### src/rtl/fxs_pkg.sv
package fxs_pkg;

    localparam int COORD_BITS = 16;
    localparam int FIELD_W    = 16;
    localparam logic [FIELD_W-1:0] COORD_MASK = FIELD_W'((64'd1 << COORD_BITS) - 64'd1);

    // 1/256 grid fixed point
    localparam int FRAC_W  = 8;
    localparam int P_W     = FIELD_W + FRAC_W;
    localparam int LEN_W   = P_W + 1;
    localparam int SQ_W    = 2 * LEN_W;
    localparam int SREM_W  = LEN_W + 3;
    localparam int M_W     = 24;
    localparam int STEP_W  = 21;
    localparam int NUM_W   = P_W + STEP_W;
    localparam int DREM_W  = LEN_W + 1;
    localparam int DIST_W  = 25;

    // floor(m*16/225) == (m*RECIP) >> RECIP_SHIFT for m < 2^24
    localparam int RECIP_W     = 29;
    localparam logic [RECIP_W-1:0] RECIP = 29'd305419897;
    localparam int RECIP_SHIFT = 32;
    localparam int PROD_W      = M_W + RECIP_W;

    // heading boundary table
    localparam int BOUNDS     = 32;
    localparam int HQ_W       = 6;
    localparam int HSTEPS     = 6;
    localparam int TRIG_W     = 37;
    localparam int TRIG_SHIFT = 26;
    localparam logic [63:0] PI_Q62  = 64'hC90FDAA22168C235;
    localparam logic [63:0] ONE_Q62 = 64'h4000000000000000;

    // back pipeline stage map
    localparam int ST_SQ0  = 2;
    localparam int ST_LEN  = ST_SQ0 + LEN_W;
    localparam int ST_DIV0 = ST_LEN + 1;
    localparam int ST_FIN  = ST_DIV0 + STEP_W;
    localparam int N_STG   = ST_FIN + 1;

    localparam int Q_DEPTH = 4;
    localparam int Q_AW    = 2;

    typedef struct packed {
        logic [15:0] pos_x;
        logic [15:0] pos_y;
        logic [7:0]  frac_x;
        logic [7:0]  frac_y;
        logic [15:0] target_x;
        logic [15:0] target_y;
        logic [7:0]  speed;
        logic        already_arrived;
    } fxs_in_t;

    typedef struct packed {
        logic [15:0]       new_x;
        logic [15:0]       new_y;
        logic [7:0]        new_frac_x;
        logic [7:0]        new_frac_y;
        logic              arrived;
        logic              moved;
        logic              reached_now;
        logic [7:0]        heading_byte;
        logic [DIST_W-1:0] distance_moved;
    } fxs_out_t;

    // classified request between front and back
    typedef struct packed {
        logic               held;
        logic               sx;
        logic               sy;
        logic [P_W-1:0]     ax;
        logic [P_W-1:0]     ay;
        logic [P_W-1:0]     px;
        logic [P_W-1:0]     py;
        logic [FIELD_W-1:0] tx;
        logic [FIELD_W-1:0] ty;
        logic [M_W-1:0]     m;
    } fxs_rec_t;

    typedef struct packed {
        fxs_rec_t            r;
        logic                swap;
        logic                zero;
        logic                snap;
        logic [P_W-1:0]      lo;
        logic [P_W-1:0]      hi;
        logic [PROD_W-1:0]   prod;
        logic [STEP_W-1:0]   step;
        logic [2*P_W-1:0]    sqx;
        logic [2*P_W-1:0]    sqy;
        logic [SQ_W-1:0]     sqv;
        logic [SREM_W-1:0]   srem;
        logic [LEN_W-1:0]    root;
        logic [HQ_W-1:0]     hq;
        logic [NUM_W-1:0]    numx;
        logic [NUM_W-1:0]    numy;
        logic [DREM_W-1:0]   drx;
        logic [DREM_W-1:0]   dry;
        logic [STEP_W-1:0]   qx;
        logic [STEP_W-1:0]   qy;
        fxs_out_t            res;
    } fxs_stg_t;

    function automatic logic [63:0] mul_q62(input logic [63:0] a, input logic [63:0] b);
        logic [63:0] al, ah, bl, bh, p0, p1, p2, p3, mid, hi, lo;
        al  = {32'd0, a[31:0]};
        ah  = {32'd0, a[63:32]};
        bl  = {32'd0, b[31:0]};
        bh  = {32'd0, b[63:32]};
        p0  = al * bl;
        p1  = al * bh;
        p2  = ah * bl;
        p3  = ah * bh;
        mid = (p0 >> 32) + {32'd0, p1[31:0]} + {32'd0, p2[31:0]};
        hi  = p3 + (p1 >> 32) + (p2 >> 32) + (mid >> 32);
        lo  = (mid << 32) | {32'd0, p0[31:0]};
        return (hi << 2) | (lo >> 62);
    endfunction

    // sine or cosine of boundary j, (2j+1)/512 turn, in Q36
    function automatic logic [TRIG_W-1:0] bnd_trig(input int j, input logic want_cos);
        logic [63:0] t, t2, s, c, ts, tc;
        t  = 64'(2 * j + 1) * (PI_Q62 >> 8);
        t2 = mul_q62(t, t);
        s  = t;
        c  = ONE_Q62;
        ts = t;
        tc = ONE_Q62;
        for (int k = 1; k < 16; k++) begin
            ts = mul_q62(ts, t2) / 64'((2 * k) * (2 * k + 1));
            tc = mul_q62(tc, t2) / 64'((2 * k - 1) * (2 * k));
            if ((k & 1) != 0) begin
                s = s - ts;
                c = c - tc;
            end else begin
                s = s + ts;
                c = c + tc;
            end
        end
        return want_cos ? TRIG_W'(c >> TRIG_SHIFT) : TRIG_W'(s >> TRIG_SHIFT);
    endfunction

endpackage

### src/rtl/fxs_queue.sv
module fxs_queue (
    input  logic              clk,
    input  logic              rst_n,
    input  logic              push,
    input  fxs_pkg::fxs_rec_t wr_data,
    output logic              full,
    input  logic              pop,
    output logic              q_valid,
    output fxs_pkg::fxs_rec_t head
);

    fxs_pkg::fxs_rec_t        ent_reg [fxs_pkg::Q_DEPTH];
    logic [fxs_pkg::Q_AW-1:0] wp_reg, rp_reg;
    logic [fxs_pkg::Q_AW:0]   cnt_reg, cnt_next;

    assign full    = cnt_reg == (fxs_pkg::Q_AW + 1)'(fxs_pkg::Q_DEPTH);
    assign q_valid = cnt_reg != '0;
    assign head    = ent_reg[rp_reg];

    always_comb
    begin
        cnt_next = cnt_reg;
        if (push && !pop)
        begin
            cnt_next = cnt_reg + 1'b1;
        end
        else if (pop && !push)
        begin
            cnt_next = cnt_reg - 1'b1;
        end
    end

    always_ff @(posedge clk or negedge rst_n)
    begin
        if (!rst_n)
        begin
            wp_reg  <= '0;
            rp_reg  <= '0;
            cnt_reg <= '0;
        end
        else
        begin
            cnt_reg <= cnt_next;
            if (push)
            begin
                wp_reg <= wp_reg + 1'b1;
            end
            if (pop)
            begin
                rp_reg <= rp_reg + 1'b1;
            end
        end
    end

    always_ff @(posedge clk)
    begin
        if (push)
        begin
            ent_reg[wp_reg] <= wr_data;
        end
    end

endmodule

### config.mk
export PLATFORM = sky130hd
export DESIGN_NAME = fxs_queue
export DESIGN_NICKNAME = d
export VERILOG_FILES = /design/src/rtl/fxs_pkg.sv /design/src/rtl/fxs_queue.sv
export SDC_FILE = /design/constraint.sdc
export NUM_CORES = 1
export LEC_CHECK = 0
export ABC_AREA = 1
export BUFFER_PORTS_ARGS = -buffer_cell sky130_fd_sc_hd__buf_2
export CAP_MARGIN = 20
export CORE_MARGIN = 2
export CORE_UTILIZATION = 46
export DETAILED_ROUTE_END_ITERATION = 10
export HOLD_SLACK_MARGIN = 0.05
export PLACE_DENSITY = 0.78
export SLEW_MARGIN = 20
export SYNTH_ARGS = -nofsm -noshare
export SYNTH_HDL_FRONTEND = slang
export SYNTH_SLANG_ARGS = --single-unit
export TNS_END_PERCENT = 100
### constraint.sdc
create_clock -name clk -period 5 [get_ports clk]
set_clock_uncertainty 0.2 [all_clocks]
set_input_delay 1 -clock clk [delete_from_list [all_inputs] [get_ports clk]]
set_output_delay 1 -clock clk [all_outputs]
set_load 0.01 [all_outputs]
==> flow_summary.yaml <==
timing:
  worst_slack_ns: 1.06
  tightest_slew_ns: 1.23
  rsz0062_at_grt: "false"
  final_hold_viol_count: 0
  fin_crit_ns: 3.94
  setup_tns_ns: 0
  min_period_over_period_pct: 78.9
  setup_viol_count_final: 0
  slew_headroom_pct: 18.0
  slew_viol_final: 0
  max_freq_ghz: 0.254
floorplanning:
  ios: 316
  die_w_um: 237
  fp.coreArea_sq_um: 53700
  std_cell_rows: 85
  initial_utilization_pct: 46.4
  die_h_um: 237
  dieArea_sq_um: 56100
routing:
  vias: 15000
  wl_per_cell_um: 17.7
  vias_per_cell: 5.12
  drc: 0
  drt_iter0_drc: 1051
  routed_wl_mm: 51.7
  ant_nets: 0
  drt_first_pass_iters: 5
global_route:
  grt_overflow: 0
  antenna_found_initial: 22
  grt_pass1_wl_mm: 80.2
  grt_max_degree: 156
  grt_pass1_vias: 15100
  grt_use_total_pct: 18.2
clock_network:
  clkTransAtPathRegs_ns: 0.06
  clock_sinks: 627
  htreeDepth: 2
  clk_latency_ns: 0.61
  cts_buffers: 61
  cts_root_buf: "clkbuf_16"
  cts_resized: 0
  clk_path_buf_depth: 3
  cts_tree: "yes"
critical_path:
  arrival_ns: 2.74
  crit_type: "reg2out"
  cp-endpoint: "head[129]"
  critPathCaptureType: "primary output"
  rr_worst_depth: 5
  slowest_delay_ns: 1.06
  critPathLaunch: "rp_reg[0]"
  crit_required_ns: 3.80
  rrSetupSlack_ns: 2.40
  r2r_end: "ent_reg[2][61]"
  critPathBufInv: 2
  cp_max_fo: 88
  start_kind: "register"
  cp_common_cell: "nand2_1"
  cpMaxStageDelayCell: "dfrtp_4"
  timing.rr.start: "wp_reg[0]"
  cp_top_family: "flip-flops"
  cp_num_cells: 5
  crit_chain: "buf_4, nand2_1, o211ai_1, nand2_1, buf_2"
synth:
  yosys.area_share.simple_pct: 7.29
  synthMuxAreaShare_pct: 0
  syn-mean-instance-area_sq_um: 13.4
  ys_warn_count: 0
  synth_fa_ha_area_share_pct: 0.331
  synthCells: 1857
  seq_area_frac_synth_pct: 75.4
  syn_nets: 2022
  synthXorXnorAreaFrac_pct: 0.141
  synth-compound-area-share_pct: 9.35
  synth_top_family_by_area: "compound AO/OA/AOI/OAI gates"
  synth_cell_types: 18
  synth-seq-cells: 627
  syn-cell-area_sq_um: 24900
placement:
  hpwl_mm: 30.0
  preCtsSetupSlack_ns: 1.70
  gp_congestion: 0.762
  portBuffers: 315
cells_and_area:
  final_util_pct: 54.5
  multiInputGateArea_sq_um: 4270
  nNetsFinal: 2325
  regArea_sq_um: 18800
  fillers: 4171
  area_delta_synth_final_pct: 17.5
  drive_gt1_share_pct: 20.3
  largest_reg_flops: 620
power_and_ir_drop:
  p_per_area_nw_per_um2: 604
  ir_worst_vdd_uv: 392
  p_leak_nw: 11.7
run_status:
  status: "finished, final reports clean"
worst_hold_path:
  hold_class: "reg2reg"
run:
  maxCapViolCount: 0
[layout make-up]
| cell class | instances | area share, % |
|---|---|---|
| multi-input cells | 804 | 14.6 |
| clock inverters | 49 | 1.79 |
| well taps | 696 | 2.97 |
| diodes | 14 | 0.120 |
| flip-flops and latches | 627 | 64.2 |
| clock buffers | 67 | 5.43 |
| inverters | 322 | 4.19 |
| repair buffers | 344 | 6.73 |
[cells in the final DEF, fill, tap and decap left out, drive strengths merged, types with 3 or more instances in the layout]
master    netlist  final
nand2         479    479
xor2            3      3
bufinv          0     11
clkbuf          2     67
edfxtp        620    620
buf           102    343
o211ai        310    310
clkinv          0     34
ha              5      5
dfrtp           7      7
diode           0     14
inv           322    319
clkinvlp        0      7
[what timing repair did]
| item | in CTS | in global routing |
|---|---|---|
| buffers inserted | 0 | 0 |
| hold endpoints to repair | 7 | 0 |
| hold buffers | 1 | 0 |
[layer usage]
metal  global-route usage [%]  part of all wire [%]
met2                     31.5                    50
met1                     21.4                    38
met3                     5.93                   9.3
met4                     6.39                   2.1
met5                        0                  0.28
[tightest hold or removal path: cells and delay by family (launching register included)]
| family | cells | cell delay (ns) |
|---|---|---|
| DFF | 1 | 0.35 |
| and+or+nand+nor | 2 | 0.12 |
[synth_stat cells]
master,n,share of area (%)
xnor2_1,1,0.035
nor2_1,1,0.015
nand4_1,1,0.025
o21ai_1,1,0.020
ha_1,5,0.25
fa_1,1,0.080
dfrtp_1,7,0.70
nor3_1,1,0.020
clkbuf_1,2,0.030
nand2_1,479,7.2
buf_2,73,1.5
inv_1,322,4.8
buf_4,10,0.30
edfxtp_1,620,75
nand3_1,1,0.020
buf_6,19,0.86
xor2_1,3,0.11
o211ai_1,310,9.3
[power breakdown]
group	switching, mW	internal, mW
clock network	1.91	2.85
registers	0.337	6.87
logic	3.81	1.91
total	6.07	11.6
[how the worst min path moves through the flow]
stage,slack [ns],start,to,cells past startpoint
5_1_grt,0.33,cnt_reg[2],cnt_reg[2],2
3_5_place_dp,0.28,cnt_reg[2],cnt_reg[2],2
3_3_place_gp,0.26,cnt_reg[2],cnt_reg[2],2
4_1_cts,0.30,cnt_reg[2],cnt_reg[2],2
6_report,0.30,cnt_reg[2],cnt_reg[2],2
2_1_floorplan,0.24,cnt_reg[2],cnt_reg[2],2
[cells by family after synthesis]
family,count (synthesis)
buf+inv,426
compound gates,311
simple gates,483
fa+ha+maj,6
flops,627
xor+xnor,4
[per-stage QoR]
stage	hold slack [ns]	cell area [sq um]	total power, mW	std cells
floorplan	0.242	24900	11.1	1857
global placement	0.255	27100	12.9	2792
detailed placement	0.284	27100	13.1	2792
CTS	0.301	29300	17.9	2909
global route	0.329	29300	18.7	2915
finish	0.305	29300	17.7	2923
Power figures use the tool's default switching activity.
