===== config.mk =====
export PLATFORM = sky130hd
export DESIGN_NAME = fxs_front
export DESIGN_NICKNAME = d
export VERILOG_FILES = /design/src/rtl/fxs_pkg.sv /design/src/rtl/fxs_front.sv
export SDC_FILE = /design/constraint.sdc
export NUM_CORES = 1
export LEC_CHECK = 0
export ABC_AREA = 0
export BUFFER_PORTS_ARGS = -buffer_cell sky130_fd_sc_hd__buf_2
export CAP_MARGIN = 20
export CORE_UTILIZATION = 51
export CTS_CLUSTER_SIZE = 16
export DETAILED_ROUTE_END_ITERATION = 16
export GPL_TIMING_DRIVEN = 0
export PLACE_DENSITY = 0.78
export SLEW_MARGIN = 20
export SYNTH_ARGS = -nofsm -noshare
export SYNTH_HDL_FRONTEND = slang
export SYNTH_SLANG_ARGS = --single-unit

===== constraint.sdc =====
create_clock -name clk -period 7.1 [get_ports clk]
set_input_delay 1.065 -clock clk [delete_from_list [all_inputs] [get_ports clk]]
set_output_delay 1.065 -clock clk [all_outputs]
set_load 0.03 [all_outputs]

===== src/rtl/fxs_pkg.sv =====
package fxs_pkg;

    localparam int COORD_BITS = 16;
    localparam int FIELD_W    = 16;
    localparam logic [FIELD_W-1:0] COORD_MASK = FIELD_W'((64'd1 << COORD_BITS) - 64'd1);

    // 1/256 grid fixed point
    localparam int FRAC_W  = 8;
    localparam int P_W     = FIELD_W + FRAC_W;
    localparam int LEN_W   = P_W + 1;
    localparam int SQ_W    = 2 * LEN_W;
    localparam int SREM_W  = LEN_W + 3;
    localparam int M_W     = 24;
    localparam int STEP_W  = 21;
    localparam int NUM_W   = P_W + STEP_W;
    localparam int DREM_W  = LEN_W + 1;
    localparam int DIST_W  = 25;

    // floor(m*16/225) == (m*RECIP) >> RECIP_SHIFT for m < 2^24
    localparam int RECIP_W     = 29;
    localparam logic [RECIP_W-1:0] RECIP = 29'd305419897;
    localparam int RECIP_SHIFT = 32;
    localparam int PROD_W      = M_W + RECIP_W;

    // heading boundary table
    localparam int BOUNDS     = 32;
    localparam int HQ_W       = 6;
    localparam int HSTEPS     = 6;
    localparam int TRIG_W     = 37;
    localparam int TRIG_SHIFT = 26;
    localparam logic [63:0] PI_Q62  = 64'hC90FDAA22168C235;
    localparam logic [63:0] ONE_Q62 = 64'h4000000000000000;

    // back pipeline stage map
    localparam int ST_SQ0  = 2;
    localparam int ST_LEN  = ST_SQ0 + LEN_W;
    localparam int ST_DIV0 = ST_LEN + 1;
    localparam int ST_FIN  = ST_DIV0 + STEP_W;
    localparam int N_STG   = ST_FIN + 1;

    localparam int Q_DEPTH = 4;
    localparam int Q_AW    = 2;

    typedef struct packed {
        logic [15:0] pos_x;
        logic [15:0] pos_y;
        logic [7:0]  frac_x;
        logic [7:0]  frac_y;
        logic [15:0] target_x;
        logic [15:0] target_y;
        logic [7:0]  speed;
        logic        already_arrived;
    } fxs_in_t;

    typedef struct packed {
        logic [15:0]       new_x;
        logic [15:0]       new_y;
        logic [7:0]        new_frac_x;
        logic [7:0]        new_frac_y;
        logic              arrived;
        logic              moved;
        logic              reached_now;
        logic [7:0]        heading_byte;
        logic [DIST_W-1:0] distance_moved;
    } fxs_out_t;

    // classified request between front and back
    typedef struct packed {
        logic               held;
        logic               sx;
        logic               sy;
        logic [P_W-1:0]     ax;
        logic [P_W-1:0]     ay;
        logic [P_W-1:0]     px;
        logic [P_W-1:0]     py;
        logic [FIELD_W-1:0] tx;
        logic [FIELD_W-1:0] ty;
        logic [M_W-1:0]     m;
    } fxs_rec_t;

    typedef struct packed {
        fxs_rec_t            r;
        logic                swap;
        logic                zero;
        logic                snap;
        logic [P_W-1:0]      lo;
        logic [P_W-1:0]      hi;
        logic [PROD_W-1:0]   prod;
        logic [STEP_W-1:0]   step;
        logic [2*P_W-1:0]    sqx;
        logic [2*P_W-1:0]    sqy;
        logic [SQ_W-1:0]     sqv;
        logic [SREM_W-1:0]   srem;
        logic [LEN_W-1:0]    root;
        logic [HQ_W-1:0]     hq;
        logic [NUM_W-1:0]    numx;
        logic [NUM_W-1:0]    numy;
        logic [DREM_W-1:0]   drx;
        logic [DREM_W-1:0]   dry;
        logic [STEP_W-1:0]   qx;
        logic [STEP_W-1:0]   qy;
        fxs_out_t            res;
    } fxs_stg_t;

    function automatic logic [63:0] mul_q62(input logic [63:0] a, input logic [63:0] b);
        logic [63:0] al, ah, bl, bh, p0, p1, p2, p3, mid, hi, lo;
        al  = {32'd0, a[31:0]};
        ah  = {32'd0, a[63:32]};
        bl  = {32'd0, b[31:0]};
        bh  = {32'd0, b[63:32]};
        p0  = al * bl;
        p1  = al * bh;
        p2  = ah * bl;
        p3  = ah * bh;
        mid = (p0 >> 32) + {32'd0, p1[31:0]} + {32'd0, p2[31:0]};
        hi  = p3 + (p1 >> 32) + (p2 >> 32) + (mid >> 32);
        lo  = (mid << 32) | {32'd0, p0[31:0]};
        return (hi << 2) | (lo >> 62);
    endfunction

    // sine or cosine of boundary j, (2j+1)/512 turn, in Q36
    function automatic logic [TRIG_W-1:0] bnd_trig(input int j, input logic want_cos);
        logic [63:0] t, t2, s, c, ts, tc;
        t  = 64'(2 * j + 1) * (PI_Q62 >> 8);
        t2 = mul_q62(t, t);
        s  = t;
        c  = ONE_Q62;
        ts = t;
        tc = ONE_Q62;
        for (int k = 1; k < 16; k++) begin
            ts = mul_q62(ts, t2) / 64'((2 * k) * (2 * k + 1));
            tc = mul_q62(tc, t2) / 64'((2 * k - 1) * (2 * k));
            if ((k & 1) != 0) begin
                s = s - ts;
                c = c - tc;
            end else begin
                s = s + ts;
                c = c + tc;
            end
        end
        return want_cos ? TRIG_W'(c >> TRIG_SHIFT) : TRIG_W'(s >> TRIG_SHIFT);
    endfunction

endpackage


===== src/rtl/fxs_front.sv =====
module fxs_front (
    input  logic             clk,
    input  logic             rst_n,
    input  logic             in_valid,
    output logic             in_stall,
    input  fxs_pkg::fxs_in_t in_data,
    input  logic             cfg_we,
    input  logic [15:0]      cfg_data,
    input  logic             q_full,
    output logic             push,
    output fxs_pkg::fxs_rec_t rec
);

    logic [15:0]        upd_reg;
    logic               fr_valid_reg;
    logic               fr_valid_next;
    fxs_pkg::fxs_rec_t  rec_reg;
    fxs_pkg::fxs_rec_t  rec_next;
    logic [15:0]        upd_eff;
    logic [fxs_pkg::P_W:0] dx, dy;
    logic               accept;

    assign in_stall = fr_valid_reg && q_full;
    assign accept   = in_valid && !in_stall;
    assign push     = fr_valid_reg && !q_full;
    assign rec      = rec_reg;

    always_comb
    begin
        upd_eff = (upd_reg == 16'd0) ? 16'd1 : upd_reg;
        rec_next.held = in_data.already_arrived;
        rec_next.px   = {in_data.pos_x & fxs_pkg::COORD_MASK, in_data.frac_x};
        rec_next.py   = {in_data.pos_y & fxs_pkg::COORD_MASK, in_data.frac_y};
        rec_next.tx   = in_data.target_x & fxs_pkg::COORD_MASK;
        rec_next.ty   = in_data.target_y & fxs_pkg::COORD_MASK;
        dx = {1'b0, rec_next.tx, 8'd0} - {1'b0, rec_next.px};
        dy = {1'b0, rec_next.ty, 8'd0} - {1'b0, rec_next.py};
        rec_next.sx = dx[fxs_pkg::P_W];
        rec_next.sy = dy[fxs_pkg::P_W];
        rec_next.ax = dx[fxs_pkg::P_W] ? fxs_pkg::P_W'(-dx) : dx[fxs_pkg::P_W-1:0];
        rec_next.ay = dy[fxs_pkg::P_W] ? fxs_pkg::P_W'(-dy) : dy[fxs_pkg::P_W-1:0];
        rec_next.m  = {8'd0, upd_eff} * {16'd0, in_data.speed};
    end

    always_comb
    begin
        fr_valid_next = fr_valid_reg;
        if (accept)
        begin
            fr_valid_next = 1'b1;
        end
        else if (push)
        begin
            fr_valid_next = 1'b0;
        end
    end

    always_ff @(posedge clk or negedge rst_n)
    begin
        if (!rst_n)
        begin
            upd_reg      <= 16'd60;
            fr_valid_reg <= 1'b0;
        end
        else
        begin
            fr_valid_reg <= fr_valid_next;
            if (cfg_we)
            begin
                upd_reg <= cfg_data;
            end
        end
    end

    always_ff @(posedge clk)
    begin
        if (accept)
        begin
            rec_reg <= rec_next;
        end
    end

endmodule


==> summary.md <==
| Metric | Value |
|---|---|
| Detail Route Antenna Nets | `0` |
| CP Data Required Time | `7.29 ns` |
| Grt met3 use | `0.0455` |
| Filler Cell Count | `1968` |
| Met1 Use GR | `0.286` |
| Slew Viols, Final | `0` |
| Num CTS Buffers | `17` |
| Final std cells w/o fill | `1791` |
| CTS tree | `built` |
| Final hold vios | `0` |
| Crit Path Max Fanout | `10` |
| Final HPWL DP | `between 20000 and 25000 um` |
| Clock slew at reported path FFs | `around 0.08 ns` |
| Final setup violating endpoints | `0` |
| Clk sink count | `170` |
| Pleak | `between 6 and 7 nW` |
| Unrepaired setup endpoints after global routing | `false` |
| IO Port Bufs | `265` |
| Warnings from Yosys | `0` |
| Routability cong. | `0.916` |
| # IOs | `267` |
| Endpoint class of the critical path | `flip-flop` |
| CP arrival | `6.64 ns` |
| Cell Pwr Density | `312 nW/um^2` |
| Die height | `160 um` |
| Share of cells above drive strength 1 | `0.251` |
| Comb power frac | `0.510` |
| Initial antenna violation count | `0` |
| Core Area | `24400 sq um` |
| Switch Pwr | `roughly 2 mW` |
| Die Span X | `about 160 um` |
| Post-CTS Resized | `0` |
| Worst vdd ir | `0.200 mV` |
| Critical Path Start Type | `flip-flop` |
| Pin count of the biggest net entering global routing | `31` |
| DRT iter0 DRCs | `618` |
| Post-synth EDFFs | `153` |
| WHS | `0.537 ns` |
| Top_reg_cell synth | `edfxtp_1` |
| GRT Overall Usage | `0.233` |
| RR Startpoint | `upd_reg[14]` |
| Antenna cells | `0` |
| Sequential cell area | `between 5000 and 6000 sq um` |
| Routed wire length | `29300 um` |
| Worst-Margin Slew | `0.802 ns` |
| GR met2 Demand/Resource | `0.409` |
| CTS Buffer Depth | `2` |
| Number of global-route vias before repair | `9432` |
| CTS Hold Bufs | `0` |
| Floorplan row count | `57` |
| R2R setup slack | `0.65 ns` |
| First-pass DRT Iterations | `7` |
| Post-place instance area | `about 15000 sq um` |
| Vias/cell | `5.37` |
| Fraction of the yosys area taken by sequential cells | `0.395` |
| Avg WL per Cell | `16.4 um` |
| Footprint of the multi-input gates | `6960 sq um` |
| Register bit total from synthesis | `170` |
| Cells after synthesis | `1165` |
| Design area | `15200 sq um` |
| Reg2reg end | `rec[22]` |
| Status | `completed` |
| Sw frac | `0.410` |
| Max-cap violations | `0` |
| Post-CTS setup buffer count | `0` |
| Worst skew pair latency | `0.43 ns` |
| Final worst slack | `0.650 ns` |
| Post-Syn Area | `12700 sq um` |
| Placed Cells | `1760` |
| Nets | `about 1700` |
| Pre-CTS setup slack | `0.434 ns` |
| Setup tns final | `0 ns` |
| H-tree depth | `4` |
| Initial core utilization | `0.522` |
| Layout area overhead | `19.5%` |
| Mapped Nets | `1437` |
| Global-route wire length before repair | `47300 um` |
| R2R cell count | `21` |
| Max FFs per register | `between 150 and 200` |
| F_max | `155 MHz` |
| GRT Max-Usage Layer | `met2` |
| HP Class | `in -> async` |
| Sequential power share | `0.295` |
| Clock power frac | `0.195` |
| Clock root cell | `clkbuf_16` |
| Min Clock Period, post-route | `6.45 ns` |
| Skew final | `0.0114 ns` |
| Netlist cell types | `just under 80` |
| Int Pwr | `2.80 mW` |
| GR Overflow Total | `0` |
| Drt drc | `0` |
| Post-synth ARST share | `0.100` |
| Worst slew margin | `0.461` |
| Vias | `9618` |
| Fin crit share | `0.908` |
| Average cell area after synthesis | `around 11 sq um` |
| CP Class | `reg -> reg` |
| Total Die Area | `25600 sq um` |
-- cell usage in the layout (no fill, tap or decap), types with 29 or more instances in the layout --
cell	netlist	final
fa_1	84	84
o21ai_0	29	29
a21oi_1	51	51
inv_1	159	159
ha_1	78	78
nand2_1	59	59
xor2_1	33	33
and2_1	109	109
edfxtp_1	153	153
nor2_1	47	47
xnor2_1	68	68
buf_2	7	272
-- layer usage --
layer / vias to the layer above / wire [um]
met5: - / 0
met4: 0 / 660
li1: 4577 / -
met3: 42 / 2020
met2: 365 / 14700
met1: 4634 / 11900
-- cell type report --
cell class / count / area share
flip-flops and latches: 170 / 0.330
clock inverters: 14 / 0.0101
multi-input cells: 803 / 0.458
clock buffers: 17 / 0.0280
repair buffers: 271 / 0.0971
inverters: 160 / 0.0395
well taps: 324 / 0.0267
plain buffers: 32 / 0.0107
-- worst max-delay path by stage --
stage / cells after the start / start / to
3_5_place_dp: 21 / upd_reg[14] / rec[22]
6_report: 21 / upd_reg[14] / rec[22]
4_1_cts: 21 / upd_reg[14] / rec[22]
2_1_floorplan: 2 / q_full / rec[0]
3_3_place_gp: 3 / q_full / rec[77]
5_1_grt: 21 / upd_reg[14] / rec[22]
-- critical path: stages, from the launching register on --
cell and delay (ns):
dfrtp_1 0.36, clkbuf_1 0.23, nor4_1 0.42, a41oi_2 0.35, nand2b_1 0.28, fa_1 0.54, fa_1 0.55, inv_1 0.05
fa_1 0.53, inv_1 0.05, fa_1 0.52, inv_1 0.04, ha_1 0.33, o21a_1 0.22, o21ai_0 0.26, nor2_1 0.11
a221oi_2 0.38, a211oi_1 0.20, nor4_1 0.34, o41ai_1 0.16, a21oi_1 0.21, xnor2_1 0.09
-- power groups by stage --
stage | clock network (mW) | logic, mW | registers (mW)
finish | 0.927 | 2.42 | 1.40
global route | 0.982 | 2.72 | 1.41
CTS | 0.945 | 2.43 | 1.40
detailed placement | 0 | 2.41 | 1.42
global placement | 0 | 2.34 | 1.43
floorplan | 0 | 1.61 | 1.67
-- metrics by stage --
step                      utilization  power (mW)
after floorplan                     -        3.28
after global placement          0.593        3.77
after detailed placement        0.599        3.83
after CTS                       0.623        4.77
after global routing            0.624        5.11
final                           0.624        4.74
-- cells by family after synthesis --
kind of cell    synth area share
simple gates               0.149
buf+inv                   0.0600
xor+xnor                  0.0708
compound gates             0.101
mux                       0.0157
fa+ha+maj                  0.209
flops                      0.395
-- synth_stat cells, types with 14 or more instances --
cell        n  area share
nor3_1     17      0.0067
inv_1     159       0.047
a31oi_1    14      0.0069
nor2_1     47       0.014
and2_1    109       0.054
nand2_1    59       0.017
fa_1       84        0.13
xnor2_1    68       0.047
xor2_1     33       0.023
mux2_2     16       0.014
a21oi_1    51       0.020
nor2b_1    19      0.0093
o21ai_0    29       0.011
edfxtp_1  153        0.36
ha_1       78       0.077
clkbuf_1   19      0.0056
nand3_1    15      0.0059
a21o_1     14      0.0083
No activity file was read; power rests on OpenSTA's default activity.
